## config.mk

```make
export PLATFORM = sky130hd
export DESIGN_NAME = key_value_associative_table
export DESIGN_NICKNAME = d
export VERILOG_FILES = /design/src/design/kvat_pkg.sv /design/src/design/key_value_associative_table.sv /design/src/design/kvat_cell.sv
export SDC_FILE = /design/constraint.sdc
export NUM_CORES = 2
export LEC_CHECK = 0
export BUFFER_PORTS_ARGS = -buffer_cell sky130_fd_sc_hd__buf_2
export CORE_AREA = 3 3 685 347
export DETAILED_ROUTE_END_ITERATION = 8
export DIE_AREA = 0 0 688 350
export HOLD_SLACK_MARGIN = 0.02
export MAX_ROUTING_LAYER = met4
export PLACE_DENSITY = 0.49
export SLEW_MARGIN = 20
export SYNTH_ARGS = -nofsm -noshare
export SYNTH_HDL_FRONTEND = slang
export SYNTH_SLANG_ARGS = --single-unit
export TNS_END_PERCENT = 100
```

## constraint.sdc

```tcl
create_clock -name clk -period 14.3 [get_ports clk]
set_input_delay 0.715 -clock clk [delete_from_list [all_inputs] [get_ports clk]]
set_output_delay 0.715 -clock clk [all_outputs]
set_load 0.01 [all_outputs]
```

## src/design/kvat_pkg.sv

```systemverilog
// ----------------------------------------------------------------------------
// kvat_pkg
// Shared types, constants and helpers for the key/value associative table.
// ----------------------------------------------------------------------------
package kvat_pkg;

  // table geometry
  localparam int DEPTH       = 16;
  localparam int KEY_WIDTH   = 32;
  localparam int VALUE_WIDTH = 32;
  localparam int POS_W       = $clog2(DEPTH);
  localparam int CNT_W       = $clog2(DEPTH + 1);

  // request and result field widths
  localparam int OP_W     = 2;
  localparam int STATUS_W = 3;
  localparam int CAP_W    = 5;

  // capacity register after reset
  localparam logic [CAP_W-1:0] CAP_RESET = 5'd16;

  // request codes
  typedef enum logic [OP_W-1:0] {
    OP_INSERT  = 2'd0,
    OP_DEL_POS = 2'd1,
    OP_DEL_KEY = 2'd2,
    OP_LOOKUP  = 2'd3
  } op_t;

  // result status codes
  typedef enum logic [STATUS_W-1:0] {
    ST_OK    = 3'd0,
    ST_MISS  = 3'd1,
    ST_DUP   = 3'd2,
    ST_FULL  = 3'd3,
    ST_RANGE = 3'd4
  } status_t;

  // per-cell control from the table logic
  typedef struct packed {
    logic in_use;
    logic load;
    logic shift;
  } cell_ctrl_t;

  // integer to position index
  function automatic logic [POS_W-1:0] to_pos(input int n);
    logic [31:0] w;
    w = n;
    return w[POS_W-1:0];
  endfunction

  // integer to entry count
  function automatic logic [CNT_W-1:0] to_cnt(input int n);
    logic [31:0] w;
    w = n;
    return w[CNT_W-1:0];
  endfunction

endpackage

```

## src/design/key_value_associative_table.sv

```systemverilog
// ----------------------------------------------------------------------------
// key_value_associative_table
// Associative table of key/value pairs in insertion order, built as a row of
// cells that compare in parallel and shift down on removal.
// ----------------------------------------------------------------------------
//  channel   direction  handshake              payload
//  request   in         in_valid / in_stall    op, key, value, position
//  result    out        out_valid / out_stall  status, found_value,
//                                              found_position, entry_total
//  config    in         cfg_we                 cfg_data (capacity limit)
//
// per item, all cells compare, encode and shift in parallel; the result is registered
// a new item is taken every cycle while the result register is free or drains
// reset clears the entry count and sets the capacity limit to 16, no sweep
// in_stall is high only while a result is held and out_stall is high
module key_value_associative_table (
  input  logic                                   clk,
  input  logic                                   rst,
  input  logic                                   in_valid,
  output logic                                   in_stall,
  input  logic [kvat_pkg::OP_W-1:0]              op,
  input  logic [kvat_pkg::KEY_WIDTH-1:0]         key,
  input  logic [kvat_pkg::VALUE_WIDTH-1:0]       value,
  input  logic [kvat_pkg::POS_W-1:0]             position,
  output logic                                   out_valid,
  input  logic                                   out_stall,
  output logic [kvat_pkg::STATUS_W-1:0]          status,
  output logic [kvat_pkg::VALUE_WIDTH-1:0]       found_value,
  output logic [kvat_pkg::POS_W-1:0]             found_position,
  output logic [kvat_pkg::CNT_W-1:0]             entry_total,
  input  logic                                   cfg_we,
  input  logic [kvat_pkg::CAP_W-1:0]             cfg_data
);

  logic                                accept;
  logic [kvat_pkg::CNT_W-1:0]          entry_count;
  logic [kvat_pkg::CNT_W-1:0]          entry_count_next;
  logic [kvat_pkg::CAP_W-1:0]          cap_limit;
  logic [kvat_pkg::DEPTH-1:0]          match_vec;
  logic [kvat_pkg::DEPTH-1:0]          load_vec;
  logic [kvat_pkg::DEPTH-1:0]          shift_vec;
  logic [kvat_pkg::KEY_WIDTH-1:0]      cell_key   [kvat_pkg::DEPTH];
  logic [kvat_pkg::VALUE_WIDTH-1:0]    cell_value [kvat_pkg::DEPTH];
  kvat_pkg::cell_ctrl_t                cell_ctrl  [kvat_pkg::DEPTH];
  logic                                hit;
  logic [kvat_pkg::POS_W-1:0]          hit_pos;
  logic [kvat_pkg::VALUE_WIDTH-1:0]    hit_value;
  logic                                is_full;
  logic                                load_en;
  logic                                drop_en;
  logic [kvat_pkg::POS_W-1:0]          drop_pos;
  kvat_pkg::status_t                   status_next;
  logic [kvat_pkg::VALUE_WIDTH-1:0]    found_value_next;
  logic [kvat_pkg::POS_W-1:0]          found_position_next;

  // handshake: input waits only on a held result
  assign in_stall = out_valid && out_stall;
  assign accept   = in_valid && !in_stall;

  // row of cells, each fed by its upper neighbour
  for (genvar i = 0; i < kvat_pkg::DEPTH; i++) begin : g_cell
    logic [kvat_pkg::KEY_WIDTH-1:0]   up_key;
    logic [kvat_pkg::VALUE_WIDTH-1:0] up_value;

    if (i < kvat_pkg::DEPTH - 1) begin : g_mid
      assign up_key   = cell_key[i+1];
      assign up_value = cell_value[i+1];
    end else begin : g_top
      assign up_key   = '0;
      assign up_value = '0;
    end

    assign cell_ctrl[i].in_use = (entry_count > kvat_pkg::to_cnt(i));
    assign cell_ctrl[i].load   = load_vec[i];
    assign cell_ctrl[i].shift  = shift_vec[i];

    kvat_cell u_cell (
      .clk        (clk),
      .ctrl       (cell_ctrl[i]),
      .probe_key  (key),
      .load_value (value),
      .up_key     (up_key),
      .up_value   (up_value),
      .cell_key   (cell_key[i]),
      .cell_value (cell_value[i]),
      .match      (match_vec[i])
    );

    assign load_vec[i]  = accept && load_en && (entry_count == kvat_pkg::to_cnt(i));
    assign shift_vec[i] = accept && drop_en && (kvat_pkg::to_pos(i) >= drop_pos);
  end

  // lowest matching entry wins
  always_comb begin
    hit_pos = '0;
    for (int i = kvat_pkg::DEPTH - 1; i >= 0; i--) begin
      if (match_vec[i]) begin
        hit_pos = kvat_pkg::to_pos(i);
      end
    end
  end

  assign hit       = |match_vec;
  assign hit_value = cell_value[hit_pos];
  assign is_full   = (int'(entry_count) >= int'(cap_limit)) ||
                     (int'(entry_count) >= kvat_pkg::DEPTH);

  // request decode
  always_comb begin
    status_next         = kvat_pkg::ST_OK;
    found_value_next    = '0;
    found_position_next = '0;
    entry_count_next    = entry_count;
    load_en             = 1'b0;
    drop_en             = 1'b0;
    drop_pos            = position;
    case (kvat_pkg::op_t'(op))
      kvat_pkg::OP_INSERT: begin
        if (hit) begin
          status_next         = kvat_pkg::ST_DUP;
          found_position_next = hit_pos;
        end else if (is_full) begin
          status_next = kvat_pkg::ST_FULL;
        end else begin
          load_en          = 1'b1;
          entry_count_next = entry_count + kvat_pkg::to_cnt(1);
        end
      end
      kvat_pkg::OP_DEL_POS: begin
        if ({1'b0, position} >= entry_count) begin
          status_next = kvat_pkg::ST_RANGE;
        end else begin
          drop_en          = 1'b1;
          entry_count_next = entry_count - kvat_pkg::to_cnt(1);
        end
      end
      kvat_pkg::OP_DEL_KEY: begin
        if (hit) begin
          found_position_next = hit_pos;
          drop_en             = 1'b1;
          drop_pos            = hit_pos;
          entry_count_next    = entry_count - kvat_pkg::to_cnt(1);
        end else begin
          status_next = kvat_pkg::ST_MISS;
        end
      end
      kvat_pkg::OP_LOOKUP: begin
        if (hit) begin
          found_position_next = hit_pos;
          found_value_next    = hit_value;
        end else begin
          status_next = kvat_pkg::ST_MISS;
        end
      end
      default: begin
        status_next = kvat_pkg::ST_OK;
      end
    endcase
  end

  // entry count and capacity register
  always_ff @(posedge clk) begin
    if (rst) begin
      entry_count <= '0;
      cap_limit   <= kvat_pkg::CAP_RESET;
    end else begin
      if (accept) begin
        entry_count <= entry_count_next;
      end
      if (cfg_we) begin
        cap_limit <= cfg_data;
      end
    end
  end

  // result register valid
  always_ff @(posedge clk) begin
    if (rst) begin
      out_valid <= 1'b0;
    end else if (accept) begin
      out_valid <= 1'b1;
    end else if (!out_stall) begin
      out_valid <= 1'b0;
    end
  end

  // result register payload
  always_ff @(posedge clk) begin
    if (accept) begin
      status         <= status_next;
      found_value    <= found_value_next;
      found_position <= found_position_next;
      entry_total    <= entry_count_next;
    end
  end

`ifndef SYNTH
  // count never exceeds the number of cells
  a_count_range: assert property (@(posedge clk) disable iff (rst)
    int'(entry_count) <= kvat_pkg::DEPTH)
    else $error("entry count above depth");

  // insert and shift never in the same cycle
  a_load_shift: assert property (@(posedge clk) disable iff (rst)
    !((|load_vec) && (|shift_vec)))
    else $error("load and shift together");

  // at most one cell loads
  a_one_load: assert property (@(posedge clk) disable iff (rst)
    $countones(load_vec) <= 1)
    else $error("more than one cell loading");

  // an accepted item always leaves a result
  a_result: assert property (@(posedge clk) disable iff (rst)
    accept |=> out_valid)
    else $error("accepted item without result");

  // count moves only with an accepted item
  a_count_hold: assert property (@(posedge clk) disable iff (rst)
    !accept |=> $stable(entry_count))
    else $error("entry count changed without an item");
`endif

endmodule

```

## src/design/kvat_cell.sv

```systemverilog
// ----------------------------------------------------------------------------
// kvat_cell
// One table entry: holds a key/value pair, compares its key against the
// probe and takes its upper neighbour's pair when entries shift down.
// ----------------------------------------------------------------------------
module kvat_cell (
  input  logic                                clk,
  input  kvat_pkg::cell_ctrl_t                ctrl,
  input  logic [kvat_pkg::KEY_WIDTH-1:0]      probe_key,
  input  logic [kvat_pkg::VALUE_WIDTH-1:0]    load_value,
  input  logic [kvat_pkg::KEY_WIDTH-1:0]      up_key,
  input  logic [kvat_pkg::VALUE_WIDTH-1:0]    up_value,
  output logic [kvat_pkg::KEY_WIDTH-1:0]      cell_key,
  output logic [kvat_pkg::VALUE_WIDTH-1:0]    cell_value,
  output logic                                match
);

  // entry storage: new pair on insert, neighbour's pair on shift
  always_ff @(posedge clk) begin
    if (ctrl.load) begin
      cell_key   <= probe_key;
      cell_value <= load_value;
    end else if (ctrl.shift) begin
      cell_key   <= up_key;
      cell_value <= up_value;
    end
  end

  // key compare, only for entries in use
  assign match = ctrl.in_use && (cell_key == probe_key);

endmodule

```

== Yosys cells after proc, flatten, opt, wreduce, memory -nomap -nowiden ==
Cells that the tools add are included.
Storage, ports and cells
  bits in registers: 1079
  input bits: 80
  output and inout port bits: 46
  word-level logic and storage cells: 292
Cells by class
  add/sub/neg operators: 2
  $lt $le $gt $ge: 36
  eq/ne operators: 35
  muxes and demuxes: 102
  bitwise operators: 1
  reduce and logical (&&, ||, !) cells: 77
Operators by type and width (number)
  $mux 32: 65
  $eq 32x32->1: 16
  $bmux 32 s4: 1
  $mux 4: 18
  $logic_and 1x1->1: 52
  $eq 5x4->1 const B: 8
  $gt 5x4->1 const B: 8
  $ge 4x4->1 const A: 8
  $reduce_bool 2->1: 16
  $eq 5x3->1 const B: 4
  $gt 5x3->1 const B: 4
  $mux 5: 4
  $ge 3x4->1 const A: 4
  $reduce_or 16->1: 1
  $pmux 5 s3: 1
  $eq 5x2->1 const B: 2
  $ge 5x5->1 const B: 2
  $gt 5x1->1 const B: 2
  $gt 5x2->1 const B: 2
  $pmux 3 s3: 1
  $ge 1x4->1 const A: 2
  $ge 2x4->1 const A: 2
  $mux 1: 8
  $add 5x1->5 const B: 1
  other kinds (18): 21

== Logic depth before layout (Yosys ltp) ==
  depth in word-level cells: 24
  depth in mapped cells: 18
  mapped depth without buffers: 14

== Cells and area by module ==
Synthesis repeated with hierarchy kept, for this count alone.
Second synthesis, totals
  cell total of the unflattened synthesis: 4027
  area, all modules: 56977.1 µm²
Modules (own cells, without submodules)
  kvat_cell: instances 16, cells each 180, area an instance 3051.7 µm²
  key_value_associative_table: instances 1, cells each 1147, area an instance 8150.3 µm²

== Worst setup path after synthesis ==
OpenSTA, ideal clock, no wires.
  path type: in2reg
  from: input port key[30] in the netlist's numbering
  to: register g_cell[8].u_cell.cell_key[0] in the netlist's numbering, enable pin
  setup time: 574 ps
  arrival: 8040 ps
  required time: 13726 ps
  slack: 5686 ps
  cell stages on the path: 12
  path buffers: 1
  cells stage by stage: buf_4 > xor2_1 > or4_1 > or4_1 > or4_1 > and2_1 > nand4_2 > o21ai_2 > a21oi_1 > or2_2 > nand2b_1 > o21ai_0
On the way
  word-level cells in the longest chain between the ends: 23
RTL lines
  start, declared: RTL line key_value_associative_table.sv:22  | input logic [kvat_pkg::KEY_WIDTH-1:0] key,
  $eq 32x32->1: RTL line kvat_cell.sv:30  | assign match = ctrl.in_use && (cell_key == probe_key);
  $logic_and 1x1->1: RTL line kvat_cell.sv:30
  $mux 4 (16 in series): RTL line key_value_associative_table.sv:97  | if (match_vec[i]) begin
  $mux 4: RTL line key_value_associative_table.sv:138  | if (hit) begin
  $mux 4: RTL line key_value_associative_table.sv:117  | case (kvat_pkg::op_t'(op))
  $ge 4x4->1: RTL line key_value_associative_table.sv:90  | assign shift_vec[i] = accept && drop_en && (kvat_pkg::to_pos(i) >= drop_pos);
  $logic_and 1x1->1: RTL line key_value_associative_table.sv:90
  $reduce_bool 2->1 (no source line) (*)
  end signal, assigned: RTL line kvat_cell.sv:21  | cell_key <= probe_key;
  end signal, assigned: RTL line kvat_cell.sv:24  | cell_key <= up_key;
  end, declared: RTL line kvat_cell.sv:13  | output logic [kvat_pkg::KEY_WIDTH-1:0] cell_key,
Mark *: on every way between the ends. The rest lies on a longest branch, timed or not.
A chain may end at the register's enable or synchronous reset.

== Worst setup path in the final report ==
  from: register entry_count[1] in the netlist's numbering
  to: register g_cell[0].u_cell.cell_key[28] in the netlist's numbering, enable pin
On the way
  word-level cells in the longest chain between the ends: 23
RTL lines
  start, declared: RTL line key_value_associative_table.sv:36  | logic [kvat_pkg::CNT_W-1:0] entry_count;
  start signal, assigned: RTL line key_value_associative_table.sv:168  | entry_count <= entry_count_next;
  $gt 5x4->1: RTL line key_value_associative_table.sv:73  | assign cell_ctrl[i].in_use = (entry_count > kvat_pkg::to_cnt(i));
  $logic_and 1x1->1: RTL line kvat_cell.sv:30
  $mux 4 (16 in series): RTL line key_value_associative_table.sv:97
  $mux 4: RTL line key_value_associative_table.sv:138
  $mux 4: RTL line key_value_associative_table.sv:117
  $ge 1x4->1: RTL line key_value_associative_table.sv:90
  $logic_and 1x1->1: RTL line key_value_associative_table.sv:90
  $reduce_bool 2->1 (no source line) (*)
  end signal, assigned: RTL line kvat_cell.sv:21
  end signal, assigned: RTL line kvat_cell.sv:24
  end, declared: RTL line kvat_cell.sv:13
Marked as above.

==> results.cfg <==
[status]
status = finished clean

[worst_setup_path]
slowest_stage = buf_4
crit_path_end_kind = flop
cp-start-kind = flop
crit_chain = inv_1, ha_1, nor2b_1, a21oi_1, nand3_1, or4_1, and2_1, nand3_1, nor2_2, nand3_2, nor2_4, buf_6, nand3_4, o21ai_4, buf_4
critical-path-max-stage-delay_ns = 0.86
crit_arrival_ns = 7.90
criticalPathCategory = flop to flop
crit_required_ns = 14.66
reg2reg_slack_ns = 6.76
cpMostUsedCell = nand3_1
cp_max_fo = 70

[logic_synthesis]
synth_seq_cells = 1079
netlist_area_sq_um = 57970
async_flop_share = 0
netlist-cell-type-count = 75
synth_edf_count = 1068
yosys_warnings = 0
avgSynthCellArea_sq_um = 14.11
synth_seq_area_share = 0.5571
ys.flop_type = edfxtp_1
synth_nets = 4206
syn_inst = 4108

[timing]
worst_slew_pin_slew_ns = 1.189
slew_headroom = 0.2001
period_share = 0.5271
maxSlewViolCount = 0
fin_ws_ns = 6.762
finalHoldViolCount = 0
tns_ns = 0
setup_violations = 0
rsz0062_at_grt = no
layout_min_cycle_time_ns = 7.538
clock-skew-final_ns = 0.03928
max_freq_mhz = 132.7
whs_ns = 0.2090

[placed_design]
pre_cts_ws_ns = 6.539
portBuffers = 125
place_congestion = 0.8934
place_hpwl_um = 124200

[pwr]
total_power_mw = 7.090
p_leak_nw = 21.92
p_per_area_nw_per_um2 = 108.2
ir_worst_vdd_uv = 94.31

[routing]
drt_first_iter_violations = 3412
antenna_left = 0
drt-total-wl_um = 202200
drc_errors = 0
vias_per_cell = 4.962
vias = 36260
firstDrtPassIters = 5
wl_per_cell_um = 27.67

[cells_and_area]
layout_commonest_cell = edfxtp_1
nets = 4193
regArea_sq_um = 32290
nFillCells = 23450
layout_common_cells = edfxtp_1 (1068), mux2_2 (961), xor2_1 (303)
final_util = 0.2827
multi_input_area_sq_um = 23990
drive_above_1_share = 0.3349
area_growth_pct = 13.05

[grt]
grtUsageMet2 = 0.2739
grt_max_degree = 126
grt_pass1_vias = 37290
grt_overflow_total = 0
grt_first_pass_wirelength_um = 286100
grtUsageMet3 = 0.01867
top_usage_layer = met2
grtUsageMet1 = 0.2220
grt.total_usage = 0.1682
grt_antenna_before_repair = 17

[clocking]
holdBufCountCts = 0
ctsHtreeMaxLevel = 3
max-clock-path-buffers = 3
post_cts_buffers = 0
clk_latency_ns = 0.76
cts_resized = 0
numCtsBuffers = 116
clk_pin_slew_ns = 0.06
cts_tree = built
cts_root_buf = clkbuf_16
cts.sinks = 1079

[floorplan]
rows = 125
die_x_um = 688
die-height_um = 350
coreArea_sq_um = 231800
initial_core_util = 0.2501
io_pins = 126
dieArea_sq_um = 240800

[job]
maxCapViolations = 0

[hold_path]
hp-class = input pin to flop
metal layers:
| metal | up-vias | wire length, um |
|---|---|---|
| met4 | 0 | 5790 |
| met1 | 19100 | 91500 |
| li1 | 15720 | - |
| met5 | - | 0 |
| met2 | 1143 | 96220 |
| met3 | 303 | 8699 |
state kept, by name, indices dropped and copies added (netlist names):
register,flops
cap_limit,5
entry_count,5
entry_total,5
found_position,4
found_value,32
g_cell.u_cell.cell_key,512
g_cell.u_cell.cell_value,512
out_valid,1
status,3
path summary, 6_finish.rpt:
kind,end,cells after the start,start
max,g_cell[0].u_cell.cell_key[28],15,entry_count[1]
min,cap_limit[4],3,cfg_data[4]
max reg2reg,g_cell[0].u_cell.cell_key[28],15,entry_count[1]
min reg2reg,cap_limit[1],2,cap_limit[1]
cell families after synthesis:
family | share of synthesized area
AOI/OAI and AO/OA | 0.03706
xor gates and xnor gates | 0.07706
adders and majority gates | 0.003885
buffers and inverters | 0.03553
muxes | 0.2308
DFF | 0.5571
and+or+nand+nor | 0.05860
cell usage after synthesis (3+ instances only):
| library cell | number | share of area |
|---|---|---|
| a211oi_1 | 8 | 0.0010 |
| a21boi_0 | 3 | 0.00039 |
| a21boi_1 | 4 | 0.00052 |
| a21o_1 | 6 | 0.00078 |
| a21oi_1 | 145 | 0.013 |
| a221oi_1 | 6 | 0.00091 |
| a22o_1 | 91 | 0.014 |
| a41oi_1 | 3 | 0.00045 |
| and2_1 | 20 | 0.0022 |
| and3_1 | 71 | 0.0077 |
| and4_1 | 3 | 0.00045 |
| buf_2 | 125 | 0.011 |
| buf_4 | 109 | 0.014 |
| buf_6 | 10 | 0.0019 |
| clkbuf_1 | 106 | 0.0069 |
| dfxtp_1 | 11 | 0.0038 |
| edfxtp_1 | 1068 | 0.55 |
| ha_1 | 18 | 0.0039 |
| inv_1 | 27 | 0.0017 |
| mux2_2 | 961 | 0.19 |
| mux2i_1 | 254 | 0.044 |
| nand2_1 | 66 | 0.0043 |
| nand2b_1 | 7 | 0.00076 |
| nand3_1 | 50 | 0.0043 |
| nand3b_1 | 3 | 0.00039 |
| nand4_1 | 88 | 0.0095 |
| nand4b_1 | 4 | 0.00060 |
| nor2_1 | 49 | 0.0032 |
| nor2_2 | 4 | 0.00043 |
| nor2b_1 | 13 | 0.0014 |
| nor3_1 | 28 | 0.0024 |
| nor3b_1 | 3 | 0.00039 |
| nor4_1 | 132 | 0.014 |
| nor4b_1 | 7 | 0.0011 |
| o211ai_1 | 3 | 0.00039 |
| o21a_1 | 3 | 0.00039 |
| o21ai_0 | 17 | 0.0015 |
| o21ai_2 | 3 | 0.00045 |
| o21bai_1 | 3 | 0.00039 |
| o22ai_1 | 6 | 0.00065 |
| or2_2 | 3 | 0.00032 |
| or3_1 | 5 | 0.00054 |
| or4_1 | 16 | 0.0021 |
| xnor2_1 | 207 | 0.031 |
| xor2_1 | 303 | 0.046 |
where the power goes:
group	switching [mW]	internal [mW]	leakage, nW
logic	0.292	0.122	10.4
registers	0.0271	3.49	9.67
clock network	1.34	1.82	1.87
total	1.66	5.43	21.9
through the flow:
stage	area, sq um	std cells
final	65530	7307
after floorplan	57970	4108
after global routing	65530	7306
after detailed placement	61640	7087
after global placement	61590	7086
after CTS	65500	7302
cell type report:
class,instances,share of cell area
tap,3111,0.05940
multi-input combinational,2651,0.3660
timing repair buffer,219,0.02117
clock inverter,74,0.01283
sequential,1079,0.4928
clock buffer,141,0.04605
inverter,28,0.001604
antenna,4,0.0001527
worst max-delay path: cells and delay by family (launching register included):
kind	cells	cell delay, ns
buffers and inverters	3	1.82
and+or+nand+nor	9	3.39
adders and majority gates	1	0.33
DFF	1	0.52
AOI/OAI and AO/OA	2	0.92
(Power assumes the default switching activity.)
